**src/hw/rtl/frasm_ram.sv**
```systemverilog
// Generic single-port-write, single-port-read RAM with a registered read.
// Stands alone; used for the frame stage and the packet store.
`timescale 1ns / 1ps
`default_nettype none

module frasm_ram #(
    parameter int WIDTH = 8,
    parameter int DEPTH = 512,
    localparam int AW = (DEPTH > 1) ? $clog2(DEPTH) : 1
) (
    input  wire logic             clk,
    input  wire logic             wr_en,
    input  wire logic [AW-1:0]    wr_addr,
    input  wire logic [WIDTH-1:0] wr_data,
    input  wire logic             rd_en,
    input  wire logic [AW-1:0]    rd_addr,
    output logic      [WIDTH-1:0] rd_data
);

    logic [WIDTH-1:0] mem_reg [DEPTH];
    logic [WIDTH-1:0] rd_data_reg;

    always_ff @(posedge clk)
    begin
        if (wr_en)
        begin
            mem_reg[wr_addr] <= wr_data;
        end
        if (rd_en)
        begin
            rd_data_reg <= mem_reg[rd_addr];
        end
    end

    assign rd_data = rd_data_reg;

endmodule

`default_nettype wire

```
**config.mk**
```make
export PLATFORM = sky130hd
export DESIGN_NAME = frasm_ram
export DESIGN_NICKNAME = d
export VERILOG_FILES = /design/src/hw/rtl/frasm_ram.sv
export SDC_FILE = /design/constraint.sdc
export NUM_CORES = 2
export LEC_CHECK = 0
export BUFFER_PORTS_ARGS = -buffer_cell sky130_fd_sc_hd__buf_2
export CAP_MARGIN = 30
export CORE_ASPECT_RATIO = 1.5
export CORE_UTILIZATION = 60
export CTS_BUF_LIST = sky130_fd_sc_hd__clkbuf_8
export DETAILED_ROUTE_END_ITERATION = 6
export PLACE_DENSITY = 0.74
export SETUP_SLACK_MARGIN = 0.2
export SYNTH_ARGS = -nofsm -noshare
export SYNTH_HDL_FRONTEND = slang
export SYNTH_SLANG_ARGS = --single-unit
```
**constraint.sdc**
```tcl
create_clock -name clk -period 2.86 [get_ports clk]
set_input_delay 0.429 -clock clk [delete_from_list [all_inputs] [get_ports clk]]
set_output_delay 0.429 -clock clk [all_outputs]
set_load 0.005 [all_outputs]
```
==> run_results.csv <==
group,metric,value,unit
floorplan,die_x,424,microns
floorplan,coreArea,0.264,sq mm
drt,drtPass1Iterations,7,
status,failed_checks,"DRC",
placed_design,port_buffers,36,
critical_path,cp_slowest_stage_delay,620,ps
logic_synthesis,synth_compound_area_share,4.31,%
floorplan,start_util,60.5,%
hold_path,hold_path.class,"primary input to flop",
floorplan,die_area,0.269,sq mm
logic_synthesis,ys_ff_latch,4104,
timing,finalSetupTns,0,ps
logic_synthesis,synth_top_family_by_area,"multiplexers",
placed_design,postPlaceCellArea,0.174,sq mm
critical_path,ff2ff_setup_slack,80,ps
timing,worst_pin_slew,913,ps
critical_path,crit_path_start,"mem_reg[258][5]$_DFFE_PP_",
drt,drtIter0Drc,9912,
floorplan,boundaryPins,37,
logic_synthesis,synth_top_area_share,77.0,%
hold_path,min_to,"rd_data[4]$_DFFE_PP_",
cells_and_area,fin_util,69.8,%
global_route,gr-total-overflow,0,
drt,viasPerCell,6.48,
critical_path,cp_common_cell,"nor4_4",
clock_tree,cts.htree.levels,6,
timing,rsz0062_at_grt,"yes",
clock_tree,insertion_delay,1080,ps
timing,finalHoldViolations,0,
clock_tree,clk_pin_slew_worst_paths,60,ps
clock_tree,cts_tree,"built",
drt,totalWireLength,417000,microns
timing,min_period,2780,ps
logic_synthesis,ys_seq_area_share,77.0,%
critical_path,crit_type,"flop to flop",
logic_synthesis,synth_nets,8059,
global_route,track_usage,31.0,%
logic_synthesis,yosys.area_share.xor_xnor,0,%
hold_path,min_path_cells,5,
logic_synthesis,synthArstFlopShare,0,%
clock_tree,clockBufferDepth,4,
logic_synthesis,synth_top_cell_by_area,"edfxtp_1",
pwr,power_leakage,0.0617,uW
hold_path,hold_start,"rd_addr[3]",
logic_synthesis,ys.flop_type,"edfxtp_1",
logic_synthesis,synth-edff-count,4104,
cells_and_area,drive_gt1_share,28.2,%
critical_path,cp-end-kind,"flop",
timing,post-route-period-util,97.4,%
placed_design,dpl.hpwl,276000,microns
logic_synthesis,synth.most_common_cell,"edfxtp_1",
timing,relSlewSlack,39.2,%
timing,fmax,359,MHz
clock_tree,clock_sinks,4104,
critical_path,timing.rr.start,"mem_reg[258][5]$_DFFE_PP_",
timing,fin_ws,75.7,ps
floorplan,rows,231,
timing,setup_viol_count_final,0,
global_route,grt_pass1_vias,89210,
drt,drc_errors,7,
pwr,total_power,115000,uW
critical_path,path_cells,"mux2i_1 -> o221ai_2 -> a21oi_1 -> nor4_4 -> nand4_1 -> nor4_4 -> buf_12 -> o2111a_1",
critical_path,worstPathArrival,3740,ps
placed_design,gp_congestion,1.01,
status,status,"finished, violations left",
critical_path,reg2reg_depth,8,
cells_and_area,syn2layout_area_growth,15.3,%
global_route,grt_max_degree,129,
pwr,max-vdd-ir-drop,0.000499,V
timing,fin_skew,45.0,ps
cells_and_area,design_area,0.185,sq mm
logic_synthesis,synth_mux_area_share,14.2,%
logic_synthesis,avgSynthCellArea,19.9,sq um
critical_path,cp.depth,8,
global_route,antenna_found_initial,18,
clock_tree,numCtsBuffers,575,
global_route,grt_pass1_wl,598000,microns
clock_tree,cts-root-buf,"clkbuf_8",
logic_synthesis,synthAdderAreaFrac,0,%
critical_path,path_buf_inv,1,
drt,dr_total_vias,86717,
logic_synthesis,syn-cell-area,0.160,sq mm
logic_synthesis,syn_inst,8030,
critical_path,crit_fanout,2,
pwr,power_density,624,mW/mm^2
critical_path,regToRegEndpoint,"rd_data[5]$_DFFE_PP_",
logic_synthesis,yosys_warnings,0,
critical_path,path_delay_family,"simple AND/OR/NAND/NOR gates",
logic_synthesis,yosys.area_share.simple,2.63,%
critical_path,cp.required,3810,ps
logic_synthesis,yosysUniqueCellTypes,50,
logic_synthesis,synth_area_leaders,"edfxtp_1, mux4_2, mux2i_1, o221ai_1, nor2_1",
timing,slew_viol_final,0,
cells_and_area,largest_reg_flops,4096,
drt,wl_per_cell,31.2,microns
critical_path,start_kind,"flop",
logic_synthesis,yosys-top-cells-count,"edfxtp_1, mux2i_1, mux4_2",
cells_and_area,fin_nets,9467,
run,drv_cap,0,
placed_design,pre_cts_ws,-1280,ps
floorplan,die_h,634,microns
drt,detail-route-antenna-nets,0,
critical_path,cpMaxStageDelayCell,"nor4_4",
[worst reg2reg max path: stages, from the launching register on]
cell and delay, ps:
edfxtp_1 330, mux2i_1 130, o221ai_2 270, a21oi_1 190
nor4_4 410, nand4_1 330, nor4_4 630, buf_12 190
o2111a_1 180
[routing by layer]
layer	GRT usage (%)	part of all wire, %	up-vias
met3	5.30	8.3	1245
met5	0	0.0089	-
li1	-	-	36326
met1	36.1	33	44413
met4	19.7	7.5	6
met2	53.5	51	4727
[power breakdown]
part | switching (uW) | total [uW] | internal, uW
registers | 69.1 | 66300 | 66200
clock network | 21400 | 41900 | 20500
logic | 4300 | 6950 | 2640
[cell type report]
type	count	area, sq um
clock inverters	410	2150
fillers	15786	79900
well taps	3495	4370
inverters	3	18.8
clock buffers	591	8130
multi-input cells	3410	34300
diodes	18	45.0
flip-flops and latches	4104	123000
repair buffers	1344	12300
[cell usage in the layout, fill, tap and decap left out, types with 18 or more instances in the layout]
| cell | Yosys | routed |
|---|---|---|
| a21oi_1 | 194 | 187 |
| a22oi_1 | 61 | 61 |
| and2_1 | 20 | 19 |
| buf_12 | 5 | 171 |
| buf_2 | 57 | 26 |
| buf_4 | 70 | 1127 |
| clkbuf_8 | 0 | 591 |
| clkinv_1 | 0 | 147 |
| clkinv_2 | 0 | 77 |
| diode_2 | 0 | 18 |
| edfxtp_1 | 4104 | 4104 |
| inv_1 | 2 | 142 |
| mux2i_1 | 797 | 797 |
| mux4_2 | 654 | 654 |
| nand2_1 | 111 | 98 |
| nand3_1 | 36 | 32 |
| nand4_1 | 32 | 32 |
| nor2_1 | 597 | 596 |
| nor3_1 | 109 | 109 |
| nor4_1 | 36 | 19 |
| o21ai_0 | 118 | 116 |
| o221ai_1 | 371 | 352 |
| o221ai_2 | 1 | 20 |
| o22ai_1 | 163 | 162 |
[logic make-up (layout without fill, tap and decap cells)]
group / count (synthesis) / after routing
compound gates: 979 / 979
buf+inv: 516 / 2348
simple gates: 980 / 980
other cells: 0 / 18
flops: 4104 / 4104
mux: 1451 / 1451
[through the flow]
step / hold slack [ps] / cells
2_1_floorplan: 528 / 8030
3_3_place_gp: 742 / 12343
3_5_place_dp: 744 / 12345
4_1_cts: 149 / 13355
5_1_grt: 202 / 13368
6_report: 211 / 13375
[how the worst max path moves through the flow]
stage,slack (ps),endpoint
final,80,rd_data[5]$_DFFE_PP_
after global routing,80,rd_data[5]$_DFFE_PP_
after CTS,180,rd_data[7]$_DFFE_PP_
after detailed placement,-1280,rd_data[3]$_DFFE_PP_
after global placement,-1280,rd_data[3]$_DFFE_PP_
after floorplan,320,rd_data[0]$_DFFE_PP_
[timing repair]
action / CTS / global route
buffers inserted: 0 / 2
endpoints found under the hold margin: 468 / 0
pin swaps: 26 / 13
endpoints found under the setup margin: 7 / 7
hold buffers: 9 / 0
gates resized for setup: 48 / 13
No activity file was read; power rests on OpenSTA's default activity.
